**src/hw/rtl/lobm_pkg.sv**
```systemverilog
// shared types and constants of the limit order book matcher
// used by lobm_ctrl, lobm_dp and limit_order_book_matcher; depends on nothing
package lobm_pkg;

   localparam int ORDER_SLOTS_DEF = 64;
   localparam int PRICE_BITS_DEF  = 16;
   localparam int QTY_BITS_DEF    = 32;

   localparam int ID_W        = 32;
   localparam int PRICE_W     = 16;
   localparam int AMOUNT_W    = 32;
   localparam int REQ_DATA_W  = 80;
   localparam int REQ_USER_W  = 4;
   localparam int RSP_DATA_W  = 160;
   localparam int RSP_USER_W  = 3;

   typedef enum logic [1:0] {
      MODE_ADD    = 2'd0,
      MODE_CANCEL = 2'd1,
      MODE_MODIFY = 2'd2
   } mode_type;

   typedef enum logic [2:0] {
      KIND_TRADE     = 3'd0,
      KIND_ACCEPTED  = 3'd1,
      KIND_FOK_REJ   = 3'd2,
      KIND_BOOK_FULL = 3'd3,
      KIND_ZERO_QTY  = 3'd4,
      KIND_CANCELLED = 3'd5,
      KIND_UNKNOWN   = 3'd6
   } kind_type;

   typedef struct packed {
      logic     take_req;
      logic     scan_go;
      logic     scan_tgt;
      logic     kill_target;
      logic     alloc_id;
      logic     insert;
      logic     set_pend;
      kind_type pend_kind;
      logic     pend_new_id;
      logic     pend_trade;
      logic     emit;
      logic     emit_last;
      logic     trade_bid;
      logic     trade_ask;
   } cmd_type;

   typedef struct packed {
      logic     scan_done;
      logic [1:0] mode;
      logic     found;
      logic     free_found;
      logic     qty_zero;
      logic     fok_eff;
      logic     fok_cross;
      logic     book_cross;
      logic     out_busy;
   } status_type;

endpackage

```
**src/hw/rtl/lobm_ctrl.sv**
```systemverilog
// sequencer of the limit order book matcher: scans, decisions, trades, result words
// depends on lobm_pkg; drives lobm_dp through cmd_type and reads status_type
module lobm_ctrl (
   input  logic                clock,
   input  logic                reset,
   input  logic                req_tvalid,
   output logic                req_tready,
   input  lobm_pkg::status_type sts,
   output lobm_pkg::cmd_type    cmd
);
   import lobm_pkg::*;

   typedef enum logic [7:0] {
      ST_IDLE      = 8'b0000_0001,
      ST_SCAN_REQ  = 8'b0000_0010,
      ST_DECIDE    = 8'b0000_0100,
      ST_SCAN_BOOK = 8'b0000_1000,
      ST_CHECK     = 8'b0001_0000,
      ST_EMIT      = 8'b0010_0000,
      ST_TRADE_B   = 8'b0100_0000,
      ST_TRADE_A   = 8'b1000_0000
   } state_type;

   state_type state_ff, state_in;
   logic      last_ff, last_in;

   assign req_tready = (state_ff == ST_IDLE);

   always_comb begin
      state_in = state_ff;
      last_in  = last_ff;
      cmd      = '0;
      cmd.pend_kind = KIND_UNKNOWN;
      unique case (state_ff)
         ST_IDLE: begin
            if (req_tvalid) begin
               cmd.take_req = 1'b1;
               cmd.scan_go  = 1'b1;
               cmd.scan_tgt = 1'b1;
               state_in     = ST_SCAN_REQ;
            end
         end
         ST_SCAN_REQ: begin
            if (sts.scan_done) state_in = ST_DECIDE;
         end
         ST_DECIDE: begin
            cmd.set_pend = 1'b1;
            last_in      = 1'b1;
            state_in     = ST_EMIT;
            if (sts.mode != MODE_ADD && sts.mode != MODE_CANCEL &&
                sts.mode != MODE_MODIFY) begin
               cmd.pend_kind = KIND_UNKNOWN;
            end else if (sts.mode != MODE_ADD && !sts.found) begin
               cmd.pend_kind = KIND_UNKNOWN;
            end else if (sts.mode == MODE_CANCEL) begin
               cmd.kill_target = 1'b1;
               cmd.pend_kind   = KIND_CANCELLED;
            end else begin
               cmd.kill_target = (sts.mode == MODE_MODIFY);
               if (sts.qty_zero) begin
                  cmd.pend_kind = KIND_ZERO_QTY;
               end else if (!sts.free_found) begin
                  cmd.pend_kind = KIND_BOOK_FULL;
               end else if (sts.fok_eff && !sts.fok_cross) begin
                  cmd.alloc_id  = 1'b1;
                  cmd.pend_kind = KIND_FOK_REJ;
               end else begin
                  cmd.alloc_id    = 1'b1;
                  cmd.insert      = 1'b1;
                  cmd.pend_kind   = KIND_ACCEPTED;
                  cmd.pend_new_id = 1'b1;
                  cmd.scan_go     = 1'b1;
                  state_in        = ST_SCAN_BOOK;
               end
            end
         end
         ST_SCAN_BOOK: begin
            if (sts.scan_done) state_in = ST_CHECK;
         end
         ST_CHECK: begin
            // a crossing book means another trade follows the pending word
            last_in  = !sts.book_cross;
            state_in = ST_EMIT;
         end
         ST_EMIT: begin
            if (!sts.out_busy) begin
               cmd.emit      = 1'b1;
               cmd.emit_last = last_ff;
               state_in      = last_ff ? ST_IDLE : ST_TRADE_B;
            end
         end
         ST_TRADE_B: begin
            cmd.pend_trade = 1'b1;
            cmd.trade_bid  = 1'b1;
            state_in       = ST_TRADE_A;
         end
         ST_TRADE_A: begin
            cmd.trade_ask = 1'b1;
            cmd.scan_go   = 1'b1;
            state_in      = ST_SCAN_BOOK;
         end
         default: begin
            state_in = ST_IDLE;
         end
      endcase
   end

   always_ff @(posedge clock) begin
      if (reset) begin
         state_ff <= ST_IDLE;
         last_ff  <= 1'b0;
      end else begin
         state_ff <= state_in;
         last_ff  <= last_in;
      end
   end

endmodule

```
**config.mk**
```make
export PLATFORM = sky130hd
export DESIGN_NAME = lobm_ctrl
export DESIGN_NICKNAME = d
export VERILOG_FILES = /design/src/hw/rtl/lobm_pkg.sv /design/src/hw/rtl/lobm_ctrl.sv
export SDC_FILE = /design/constraint.sdc
export NUM_CORES = 1
export LEC_CHECK = 0
export BUFFER_PORTS_ARGS = -buffer_cell sky130_fd_sc_hd__buf_2
export CAP_MARGIN = 20
export CORE_UTILIZATION = 48
export DETAILED_ROUTE_END_ITERATION = 6
export PLACE_DENSITY = 0.9
export SKIP_CTS_REPAIR_TIMING = 1
export SYNTH_ARGS = -nofsm -noshare
export SYNTH_HDL_FRONTEND = slang
export SYNTH_SLANG_ARGS = --single-unit
```
**constraint.sdc**
```tcl
create_clock -name clock -period 4.2 [get_ports clock]
set_input_delay 0.21 -clock clock [delete_from_list [all_inputs] [get_ports clock]]
set_output_delay 0.21 -clock clock [all_outputs]
set_load 0.03 [all_outputs]
```
## Yosys cells after proc, flatten, opt, wreduce, memory -nomap -nowiden

Index checks and enable logic that the tools add are counted.

| word-level totals | value |
|---|---|
| register bits | 9 |

| cells by class | value |
|---|---|
| eq/ne operators | 16 |
| multiplexer cells | 40 |
| reduce and logical (&&, ||, !) cells | 10 |

Operator list:

| operator | number |
|---|---|
| 8-bit case mux with 8 select lines | 1 |
| 8-bit two-way mux | 5 |
| 6-bit two-way mux | 6 |
| 3-bit two-way mux | 7 |
| 2-bit two-way mux | 7 |
| 1-bit two-way mux | 11 |
| 2-bit inequality test (second input constant) | 5 |
| 8-bit by 1-bit == test with 1-bit output (second input constant) | 1 |
| 8-bit by 2-bit == test with 1-bit output (second input constant) | 1 |
| 8-bit by 3-bit == test with 1-bit output (second input constant) | 1 |
| 8-bit by 4-bit == test with 1-bit output (second input constant) | 1 |
| 8-bit by 5-bit == test with 1-bit output (second input constant) | 1 |
| 8-bit by 6-bit == test with 1-bit output (second input constant) | 1 |
| 8-bit by 7-bit == test with 1-bit output (second input constant) | 1 |
| 8-bit == test (second input constant) | 1 |
| 7-bit two-way mux | 1 |
| 1-bit logical AND | 4 |
| 4-bit AND reduction | 1 |
| 2-bit nonzero test | 2 |
| 1-bit logical NOT | 3 |
| 1-bit case mux with 3 select lines | 1 |
| 2-bit by 1-bit == test with 1-bit output (second input constant) | 1 |
| 2-bit == test (second input constant) | 1 |
| 2-bit by 1-bit inequality test with 1-bit output (second input constant) | 1 |
| 1-bit case mux with 2 select lines | 1 |

## Logic depth before layout (Yosys ltp)

Gate-level depths: netlist of the first run.

| depth | value |
|---|---|
| depth after elaboration | 9 |
| depth in mapped cells | 7 |

## Worst setup path after synthesis of the first run

OpenSTA, ideal clock, no wires.

| timing path | value |
|---|---|
| kind | register to output |
| start | register state_ff[7] |
| end | output cmd[14] in the netlist's numbering |
| data arrival time | 2,538 ps |
| path slack | 1,452 ps |
| cell stages (with the launch flop) | 6 |
| cells stage by stage | dfxtp_1 -> or4_1 -> buf_2 -> nor4_1 -> nor2_1 -> nand2_1 |

RTL lines:

| what | line | text |
|---|---|---|
| from (decl) | lobm_ctrl.sv:24 | `state_type state_ff, state_in;` |
| from (signal assigned) | lobm_ctrl.sv:113 | `state_ff <= state_in;` |
| to (decl) | lobm_ctrl.sv:9 | `output lobm_pkg::cmd_type cmd` |

==> results.sh, run 1 <==
export IMPL_timing_hold_ws_ns=0.149
export IMPL_cts_buffer_depth=2
export IMPL_avgRoutedWirePerCell_um=13.1
export IMPL_die_area_um2=1530
export IMPL_finalPower_uw=258
export IMPL_viasPerCell=5.76
export IMPL_p_per_area_nw_per_um2=317
export IMPL_seqCellArea_um2=180
export IMPL_fill_cells=122
export IMPL_yosys_warnings=0
export IMPL_fin_cells=127
export IMPL_fin_ws_ns=1.84
export IMPL_required_ns=3.99
export IMPL_min_period_over_period=0.563
export IMPL_maxCapViolations=0
export IMPL_port_buffers=29
export IMPL_drt_iter0_drc=36
export IMPL_fin_tns_setup_ns=0
export IMPL_grt_pass1_wl_um=2650
export IMPL_initial_core_util=0.514
export IMPL_cp_data_arrival_time_ns=2.15
export IMPL_h_tree_depth=1
export IMPL_area_growth_pct=22.9
export IMPL_netlist_instances=85
export IMPL_layout_drive_gt1_share=0.313
export IMPL_dp_slack_ns=2.12
export IMPL_dp_cells=123
export IMPL_die_h_um=39.1
export IMPL_syn_area_um2=661
export IMPL_final_nets=129
export IMPL_gp_congestion=0.870
export IMPL_tritoncts="yes"
export IMPL_pin_count=30
export IMPL_drt_pass1_iterations=6
export IMPL_grt_total_usage=0.257
export IMPL_syn_nets=101
export IMPL_ys_seq_area_frac=0.273
export IMPL_drtAntennaViolNets=0
export IMPL_grt_max_degree=9
export IMPL_overflow=0
export IMPL_dp_hpwl_um=1380
export IMPL_diodes=0
export IMPL_slew_violations=0
export IMPL_antenna_found_initial=0
export IMPL_std_cell_rows=13
export IMPL_worst_setup_path_end_kind="output port"
export IMPL_skew_ns=0.00684
export IMPL_path_clk_slew_ns=0.06
export IMPL_clk_latency_ns=0.26
export IMPL_synth_area_leader_cell="dfxtp_1"
export IMPL_leakagePower_nw=0.407
export IMPL_path_max_fanout=7
export IMPL_synth_seq_cells=9
export IMPL_syn_area_per_cell_um2=7.77
export IMPL_rsz0062_at_grt="false"
export IMPL_max_vdd_ir_drop_mv=0.241
export IMPL_multi_input_area_um2=423
export IMPL_critPathLaunchType="flop"
export IMPL_numCtsBuffers=3
export IMPL_num_vias=732
export IMPL_holdCritPathClass="input port to flop"
export IMPL_fmax_ghz=0.423
export IMPL_yosysUniqueCellTypes=33
export IMPL_path_class="flop to output port"
export IMPL_status="complete, no violations"
export IMPL_fp_coreArea_um2=1280
export IMPL_die_w_um=39.1
export IMPL_routed_wl_um=1660
export IMPL_setup_viol=0
export IMPL_cts_root_buf="clkbuf_4"
export IMPL_finalHoldViolations=0
export IMPL_first_global_vias=639
export IMPL_tightest_slew_ns=0.436
export IMPL_fin_crit_ns=2.36
export IMPL_yosys_area_top_type_share=0.273
export IMPL_clkSinkCount=9
export IMPL_drc=0
export IMPL_synth_area_leaders="dfxtp_1 27%, nor2_1 6.8%, nand2_1 6.3%"
export IMPL_slew_headroom=0.707
worst paths after layout:
kind | start | to | slack, ns | depth (start not counted)
worst max-delay path | state_ff[7]$_SDFFE_PP0P_ | cmd[14] | 1.84 | 5
worst min-delay path | sts[1] | last_ff$_SDFFE_PP0P_ | 0.15 | 2
worst max register to register | state_ff[7]$_SDFFE_PP0P_ | state_ff[4]$_SDFFE_PP0P_ | 2.15 | 5
worst min register to register | last_ff$_SDFFE_PP0P_ | state_ff[6]$_SDFFE_PP0P_ | 0.47 | 1
power breakdown:
group / internal [mW] / switching (mW)
clock: 0.0365 / 0.0295
sequential: 0.0901 / 0.00975
combinational: 0.0351 / 0.0568
total: 0.162 / 0.0960
per-layer routing:
metal | vias up | track usage | part of all wire
met4 | 0 | 0.0948 | 0.015
met1 | 329 | 0.271 | 0.38
met3 | 4 | 0.0520 | 0.069
met5 | - | 0 | 0
li1 | 356 | - | -
met2 | 43 | 0.488 | 0.53
cells in the final DEF, fill, tap and decap left out, drive strengths merged:
cell type / Yosys / layout
xor2: 1 / 1
nor4b: 1 / 1
and2: 3 / 3
o21ai: 1 / 1
or4: 1 / 1
clkbuf: 1 / 4
nor2: 12 / 12
nand4b: 1 / 1
nor3b: 2 / 2
o21a: 1 / 1
ha: 3 / 3
a31oi: 1 / 1
a311oi: 1 / 1
xnor2: 1 / 1
and4bb: 1 / 1
nand3: 2 / 2
nand2: 11 / 11
dfxtp: 9 / 9
a211oi: 1 / 1
or4b: 1 / 1
nor4: 4 / 4
inv: 5 / 5
and4b: 4 / 4
o21bai: 1 / 1
a21oi: 4 / 4
buf: 5 / 29
a221o: 1 / 1
nor3: 3 / 3
and3: 1 / 1
nand2b: 1 / 1
a32oi: 1 / 1
synth_stat cells:
master and n:
clkbuf_1 1, nand2b_1 1, nor4b_1 1, nand4b_1 1
a21oi_1 4, o21bai_1 1, xnor2_1 1, nand3_1 2
and3_1 1, and2_1 3, o21a_1 1, a211oi_1 1
o21ai_0 1, nor4_1 4, or4b_1 1, and4bb_2 1
buf_4 4, a221o_4 1, a31oi_1 1, buf_2 1
nor2_1 12, nand2_1 11, and4b_1 4, a311oi_1 1
inv_1 5, or4_1 1, xor2_1 1, nor3_2 1
nor3b_1 2, ha_1 3, nor3_1 2, a32oi_1 1
dfxtp_1 9
layout make-up:
| type | count | area share |
|---|---|---|
| Clock buffer | 4 | 0.0324 |
| Sequential cell | 9 | 0.222 |
| Multi-Input combinational cell | 65 | 0.521 |
| Timing Repair Buffer | 29 | 0.179 |
| Tap cell | 15 | 0.0231 |
| Inverter | 5 | 0.0231 |
flip-flops by register name, indices dropped and copies added (netlist names):
| signal | count |
|---|---|
| last_ff | 1 |
| state_ff | 8 |
cell families (layout without fill, tap and decap cells):
logic type | Yosys count | count (layout) | share of synthesized area
and+or+nand+nor | 48 | 48 | 0.417
AOI/OAI and AO/OA | 12 | 12 | 0.140
buffers and inverters | 11 | 38 | 0.0871
DFF | 9 | 9 | 0.273
adders and majority gates | 3 | 3 | 0.0568
xor gates and xnor gates | 2 | 2 | 0.0265
stage by stage:
stage | cell area (um^2) | util
floorplan | 661 | -
global placement | 786 | 0.611
detailed placement | 786 | 0.611
CTS | 812 | 0.632
global route | 812 | 0.632
finish | 812 | 0.632
worst max-delay path, cell delays in order (launching register included):
cell and delay, ns:
dfxtp_1 0.35, or4_1 0.68, nor4_1 0.49, nor2_1 0.12, nand2_1 0.08, buf_2 0.19
No activity file was read; power rests on OpenSTA's default activity.
==> run 2: changes to the inputs <==
--- a/config.mk
+++ b/config.mk
@@ -5,11 +5,12 @@
 export SDC_FILE = /design/constraint.sdc
 export NUM_CORES = 1
 export LEC_CHECK = 0
+export ABC_AREA = 1
 export BUFFER_PORTS_ARGS = -buffer_cell sky130_fd_sc_hd__buf_2
 export CAP_MARGIN = 20
-export CORE_UTILIZATION = 48
+export CORE_UTILIZATION = 42
 export DETAILED_ROUTE_END_ITERATION = 6
-export PLACE_DENSITY = 0.9
+export PLACE_DENSITY = 0.81
 export SKIP_CTS_REPAIR_TIMING = 1
 export SYNTH_ARGS = -nofsm -noshare
 export SYNTH_HDL_FRONTEND = slang
==> constraint.sdc (replaced) <==
create_clock -name clock -period 2.1 [get_ports clock]
set_input_delay 0.105 -clock clock [delete_from_list [all_inputs] [get_ports clock]]
set_output_delay 0.105 -clock clock [all_outputs]
set_load 0.03 [all_outputs]
==> run 2 against run 1 <==
Final cell count is 41% higher. Hold slack worse by 0.062 ns. Sequential power is 80% higher. Critical endpoint is now cmd[10]. Core utilization is 7.9 points lower. Routed wire length is 5.7% higher. Worst setup slack worse by 1.5 ns. Clock power is 120% higher.
==> results.sh, run 2 <==
export IMPL_status="complete, no violations"
export IMPL_cp_num_buf_inv=3
export IMPL_syn_nets=140
export IMPL_path_common_cell="nand2_4"
export IMPL_diodes=0
export IMPL_rsz0062_at_grt="false"
export IMPL_p_sw_frac=0.356
export IMPL_holdCritPathClass="input port to flop"
export IMPL_net_switching_power_uw=161
export IMPL_min_period_over_period=0.833
export IMPL_ys_top_cells_by_count="26 x nand2_1, 21 x inv_1, 17 x nor2_1"
export IMPL_pin_count=30
export IMPL_fmax_ghz=0.572
export IMPL_clockPowerShare=0.313
export IMPL_syn_area_per_cell_um2=6.17
export IMPL_cts_root_buf="clkbuf_4"
export IMPL_die_h_um=44.7
export IMPL_antenna_found_initial=0
export IMPL_synth_area_leaders="dfxtp_1 24%, nand2_1 13%, inv_1 10%"
export IMPL_tightest_slew_ns=0.296
export IMPL_critPathLaunchType="flop"
export IMPL_pwr_share_seq=0.398
export IMPL_timing_hold_ws_ns=0.0878
export IMPL_initial_core_util=0.448
export IMPL_dp_hpwl_um=1460
export IMPL_layout_drive_gt1_share=0.351
export IMPL_fin_tns_setup_ns=0
export IMPL_first_global_vias=729
export IMPL_clkSinkCount=9
export IMPL_num_vias=865
export IMPL_overflow=0
export IMPL_clk_latency_ns=0.27
export IMPL_drtAntennaViolNets=0
export IMPL_leakagePower_nw=0.561
export IMPL_required_ns=2.00
export IMPL_path_clk_slew_ns=0.06
export IMPL_slowest_delay_ns=0.33
export IMPL_reg_top3="state_ff x8, last_ff x1"
export IMPL_viasPerCell=4.83
export IMPL_worstPathCellList="inv_2 > nand2_2 > nor2_8 > nand2_4 > or2_4 > clkinv_2 > nand2_4 > nor2_2 > buf_2"
export IMPL_slew_violations=0
export IMPL_path_max_fanout=7
export IMPL_synth_edf_count=0
export IMPL_netlist_instances=124
export IMPL_numCtsBuffers=3
export IMPL_die_area_um2=1990
export IMPL_final_nets=171
export IMPL_routed_wl_um=1750
export IMPL_worst_setup_path_end_kind="output port"
export IMPL_gp_congestion=0.893
export IMPL_setup_viol=0
export IMPL_drt_iter0_drc=14
export IMPL_final_cell_mix="29 x buf_2, 26 x nand2_1, 21 x inv_1, 17 x nor2_1"
export IMPL_max_vdd_ir_drop_mv=0.317
export IMPL_yosysUniqueCellTypes=23
export IMPL_port_buffers=29
export IMPL_cp_data_arrival_time_ns=1.64
export IMPL_avgRoutedWirePerCell_um=9.79
export IMPL_place_area_um2=918
export IMPL_grt_max_degree=8
export IMPL_fp_coreArea_um2=1710
export IMPL_cp_slowest_cell="dfxtp_1"
export IMPL_synth_ff_type="dfxtp_1"
export IMPL_yosys_warnings=0
export IMPL_std_cell_rows=15
export IMPL_pwr_share_comb=0.288
export IMPL_grt_total_usage=0.194
export IMPL_yosys_area_top_type_share=0.236
export IMPL_finalHoldViolations=0
export IMPL_largest_reg_flops=8
export IMPL_synth_seq_cells=9
export IMPL_layout_commonest_cell="buf_2"
export IMPL_grt_pass1_wl_um=2780
export IMPL_path_class="flop to output port"
export IMPL_die_w_um=44.7
export IMPL_synth_area_leader_cell="dfxtp_1"
export IMPL_tritoncts="yes"
export IMPL_drt_pass1_iterations=5
export IMPL_async_flop_share=0
export IMPL_p_per_area_nw_per_um2=479
export IMPL_cts_buffer_depth=2
export IMPL_skew_ns=0.00395
export IMPL_ys_seq_area_frac=0.236
export IMPL_area_growth_pct=23.6
export IMPL_drc=0
export IMPL_slew_headroom=0.802
export IMPL_top_register="state_ff"
export IMPL_stdcell_area_um2=945
export IMPL_synth_most_common_cell="nand2_1"
export IMPL_cell_internal_pwr_uw=292
export IMPL_h_tree_depth=1
export IMPL_fin_crit_ns=1.75
export IMPL_cpLargestDelayFamily="simple AND/OR/NAND/NOR gates"
export IMPL_syn_area_um2=764
export IMPL_maxCapViolations=0
==> run 2: cell types whose count changed in the layout (fill, tap and decap cells not counted), sizes merged, moves of 2 or more <==
cell   previous run  this run
and2              3         0
and4b             4         0
inv               5        28
nand2            11        32
nand3             2         9
nand4             0         2
nor2             12        23
nor3b             2         0
nor4              4         0
==> run 2: metal layers <==
metal  global-route usage  part of all wire
met1                0.198              0.39
met2                0.371              0.53
met3               0.0245             0.056
met4                0.115             0.023
met5                    0                 0
==> run 2: power by group through the flow <==
stage	Clock (mW)	Sequential (mW)	Combinational, mW
2_1_floorplan	0	0.183	0.0935
3_3_place_gp	0	0.184	0.126
3_5_place_dp	0	0.184	0.129
4_1_cts	0.136	0.180	0.130
5_1_grt	0.146	0.181	0.144
6_report	0.142	0.180	0.131
==> run 2: final timing paths <==
path | depth (start not counted) | end | slack [ns] | from
worst min register to register | 2 | last_ff$_SDFFE_PP0P_ | 0.51 | last_ff$_SDFFE_PP0P_
worst max register to register | 8 | state_ff[0]$_SDFFE_PP1P_ | 0.78 | state_ff[2]$_SDFFE_PP0P_
worst min-delay path | 2 | state_ff[3]$_SDFFE_PP0P_ | 0.09 | reset
worst max-delay path | 9 | cmd[10] | 0.35 | state_ff[5]$_SDFFE_PP0P_
==> run 2: through the flow <==
| stage | utilization | power [mW] | std cells | worst slack [ns] |
|---|---|---|---|---|
| after floorplan | - | 0.277 | 124 | 0.417 |
| after global placement | 0.538 | 0.310 | 175 | 0.683 |
| after detailed placement | 0.538 | 0.313 | 175 | 0.646 |
| after CTS | 0.553 | 0.447 | 179 | 0.352 |
| after global routing | 0.553 | 0.471 | 179 | 0.267 |
| final | 0.553 | 0.453 | 179 | 0.351 |
==> run 2: worst register-to-register path, delay by kind of cell, from the launching register on <==
kind	cells	cell delay (ns)
buf+inv	2	0.16
flops	1	0.33
simple gates	6	0.72
==> run 2: area by class of cell <==
type                            count  area [um^2]
Clock buffer                        4         26.3
Tap cell                           25         31.3
Fill cell                         172          763
Sequential cell                     9          180
Multi-Input combinational cell     83          452
Inverter                           29          110
Timing Repair Buffer               29          145
==> run 2: kinds of logic (layout without fill, tap and decap cells) <==
kind of cell    count (synthesis)  in the layout  share of synthesized area
buf+inv                        32             62                      0.173
flops                           9              9                      0.236
fa+ha+maj                       3              3                     0.0491
simple gates                   71             71                      0.475
compound gates                  9              9                     0.0671
==> run 3: changes to the inputs <==
--- a/config.mk
+++ b/config.mk
@@ -8,9 +8,9 @@
 export ABC_AREA = 1
 export BUFFER_PORTS_ARGS = -buffer_cell sky130_fd_sc_hd__buf_2
 export CAP_MARGIN = 20
-export CORE_UTILIZATION = 42
+export CORE_UTILIZATION = 47
 export DETAILED_ROUTE_END_ITERATION = 6
-export PLACE_DENSITY = 0.81
+export PLACE_DENSITY = 0.86
 export SKIP_CTS_REPAIR_TIMING = 1
 export SYNTH_ARGS = -nofsm -noshare
 export SYNTH_HDL_FRONTEND = slang
==> constraint.sdc (replaced) <==
create_clock -name clock -period 1.8 [get_ports clock]
set_input_delay 0.09 -clock clock [delete_from_list [all_inputs] [get_ports clock]]
set_output_delay 0.09 -clock clock [all_outputs]
set_load 0.03 [all_outputs]
==> run 3 against run 2 <==
Routed wire length rose by 0.34%. Critical path depth did not move. Combinational power rose by 15%. Largest power group unchanged. Non-clock buffer count did not move.
==> results.sh, run 3 (synthesis results as in run 2) <==
export IMPL_multi_input_area_um2=452
export IMPL_diodes=0
export IMPL_fin_crit_ns=1.71
export IMPL_r2r_start="state_ff[0]$_SDFFE_PP1P_"
export IMPL_grt_pass1_wl_um=3000
export IMPL_fill_cells=150
export IMPL_min_period_over_period=0.952
export IMPL_tritoncts="yes"
export IMPL_place_area_um2=907
export IMPL_grt_total_usage=0.226
export IMPL_port_buffers=29
export IMPL_initial_core_util=0.507
export IMPL_drt_met1_wl_um=729
export IMPL_std_cell_rows=14
export IMPL_drtAntennaViolNets=0
export IMPL_dp_slack_ns=0.374
export IMPL_path_max_fanout=5
export IMPL_avgRoutedWirePerCell_um=10.3
export IMPL_cts_buffer_depth=2
export IMPL_overflow=0
export IMPL_max_vdd_ir_drop_mv=0.618
export IMPL_hp_start="reset"
export IMPL_viasPerCell=4.92
export IMPL_num_vias=836
export IMPL_dp_hpwl_um=1480
export IMPL_fp_coreArea_um2=1510
export IMPL_slew_violations=0
export IMPL_largest_reg_flops=8
export IMPL_stdcell_area_um2=940
export IMPL_final_nets=171
export IMPL_seqCellArea_um2=180
export IMPL_pin_count=30
export IMPL_skew_ns=0.00805
export IMPL_die_area_um2=1790
export IMPL_final_cell_mix="27 x buf_2, 26 x nand2_1, 21 x inv_1, 17 x nor2_1"
export IMPL_cts_root_buf="clkbuf_4"
export IMPL_leakagePower_nw=0.563
export IMPL_drt_pass1_iterations=4
export IMPL_top_register="state_ff"
export IMPL_routed_wl_um=1760
export IMPL_reg_top3="state_ff x8, last_ff x1"
export IMPL_r2r_end="state_ff[0]$_SDFFE_PP1P_"
export IMPL_antenna_found_initial=0
export IMPL_cp_data_arrival_time_ns=1.62
export IMPL_endpoint="cmd[10]"
export IMPL_holdCritPathClass="input port to flop"
export IMPL_drt_iter0_drc=15
export IMPL_maxCapViolations=0
export IMPL_tightest_slew_ns=0.308
export IMPL_clk_latency_ns=0.27
export IMPL_fmax_ghz=0.584
export IMPL_p_per_area_nw_per_um2=559
export IMPL_die_h_um=42.3
export IMPL_clkSinkCount=9
export IMPL_critPathLaunchType="flop"
export IMPL_required_ns=1.71
export IMPL_drc=0
export IMPL_gp_congestion=0.852
export IMPL_layout_commonest_cell="buf_2"
export IMPL_rr_worst_depth=8
export IMPL_r2r_slack_ns=0.49
export IMPL_top_layer_used="met4"
export IMPL_slew_headroom=0.794
export IMPL_setup_viol=0
export IMPL_status="complete, no violations"
export IMPL_die_w_um=42.3
export IMPL_numCtsBuffers=3
export IMPL_dr_wl_met3_um=87
export IMPL_path_clk_slew_ns=0.07
export IMPL_fin_ws_ns=0.0865
export IMPL_finalHoldViolations=0
export IMPL_route_met2_wl_um=893
export IMPL_first_global_vias=765
export IMPL_layout_drive_gt1_share=0.357
export IMPL_h_tree_depth=1
export IMPL_grt_max_degree=8
export IMPL_crit_path_start="state_ff[0]$_SDFFE_PP1P_"
export IMPL_area_growth_pct=22.9
export IMPL_path_class="flop to output port"
export IMPL_worst_setup_path_end_kind="output port"
==> run 3: layer usage <==
layer,track usage,vias to the layer above
li1,-,431
met1,0.249,371
met2,0.385,30
met3,0.0474,4
met4,0.150,0
met5,0,-
==> run 3: critical path, cell delays in order, from the launching register on <==
cell and delay (ns):
dfxtp_1 0.34, inv_2 0.07, nand2_2 0.08, nor2_2 0.13
nand2_4 0.08, or2_4 0.25, clkinv_2 0.07, nand2_4 0.05
nor2_2 0.11, buf_4 0.17
==> run 3: report_power, final <==
| group | internal (mW) | switching (mW) | total (mW) |
|---|---|---|---|
| clock | 0.0823 | 0.0802 | 0.162 |
| combinational | 0.0489 | 0.103 | 0.151 |
| sequential | 0.205 | 0.00594 | 0.211 |
| total | 0.336 | 0.189 | 0.525 |
==> run 3: worst min-delay path by stage <==
stage	end	depth (start not counted)	slack, ns
after floorplan	state_ff[1]$_SDFFE_PP0P_	1	0.16
after global placement	state_ff[1]$_SDFFE_PP0P_	2	0.34
after detailed placement	state_ff[1]$_SDFFE_PP0P_	2	0.35
after CTS	state_ff[1]$_SDFFE_PP0P_	2	0.06
after global routing	state_ff[3]$_SDFFE_PP0P_	2	0.07
final	state_ff[3]$_SDFFE_PP0P_	2	0.06
==> run 3: cell type report <==
cell class                 instances  share of cell area
clock buffer                       3              0.0240
tap                               16              0.0213
timing repair buffer              29               0.160
clock inverter                     1             0.00533
multi-input combinational         83               0.481
sequential                         9               0.192
inverter                          29               0.117
==> run 3: through the flow <==
stage | setup TNS (ns) | instances | hold slack (ns) | total power, mW | util
after global routing | -0.000932 | 170 | 0.0681 | 0.554 | 0.624
after global placement | 0 | 166 | 0.341 | 0.361 | 0.602
after floorplan | 0 | 124 | 0.159 | 0.323 | -
after detailed placement | 0 | 166 | 0.351 | 0.365 | 0.602
final | 0 | 170 | 0.0632 | 0.525 | 0.624
after CTS | 0 | 170 | 0.0592 | 0.528 | 0.620
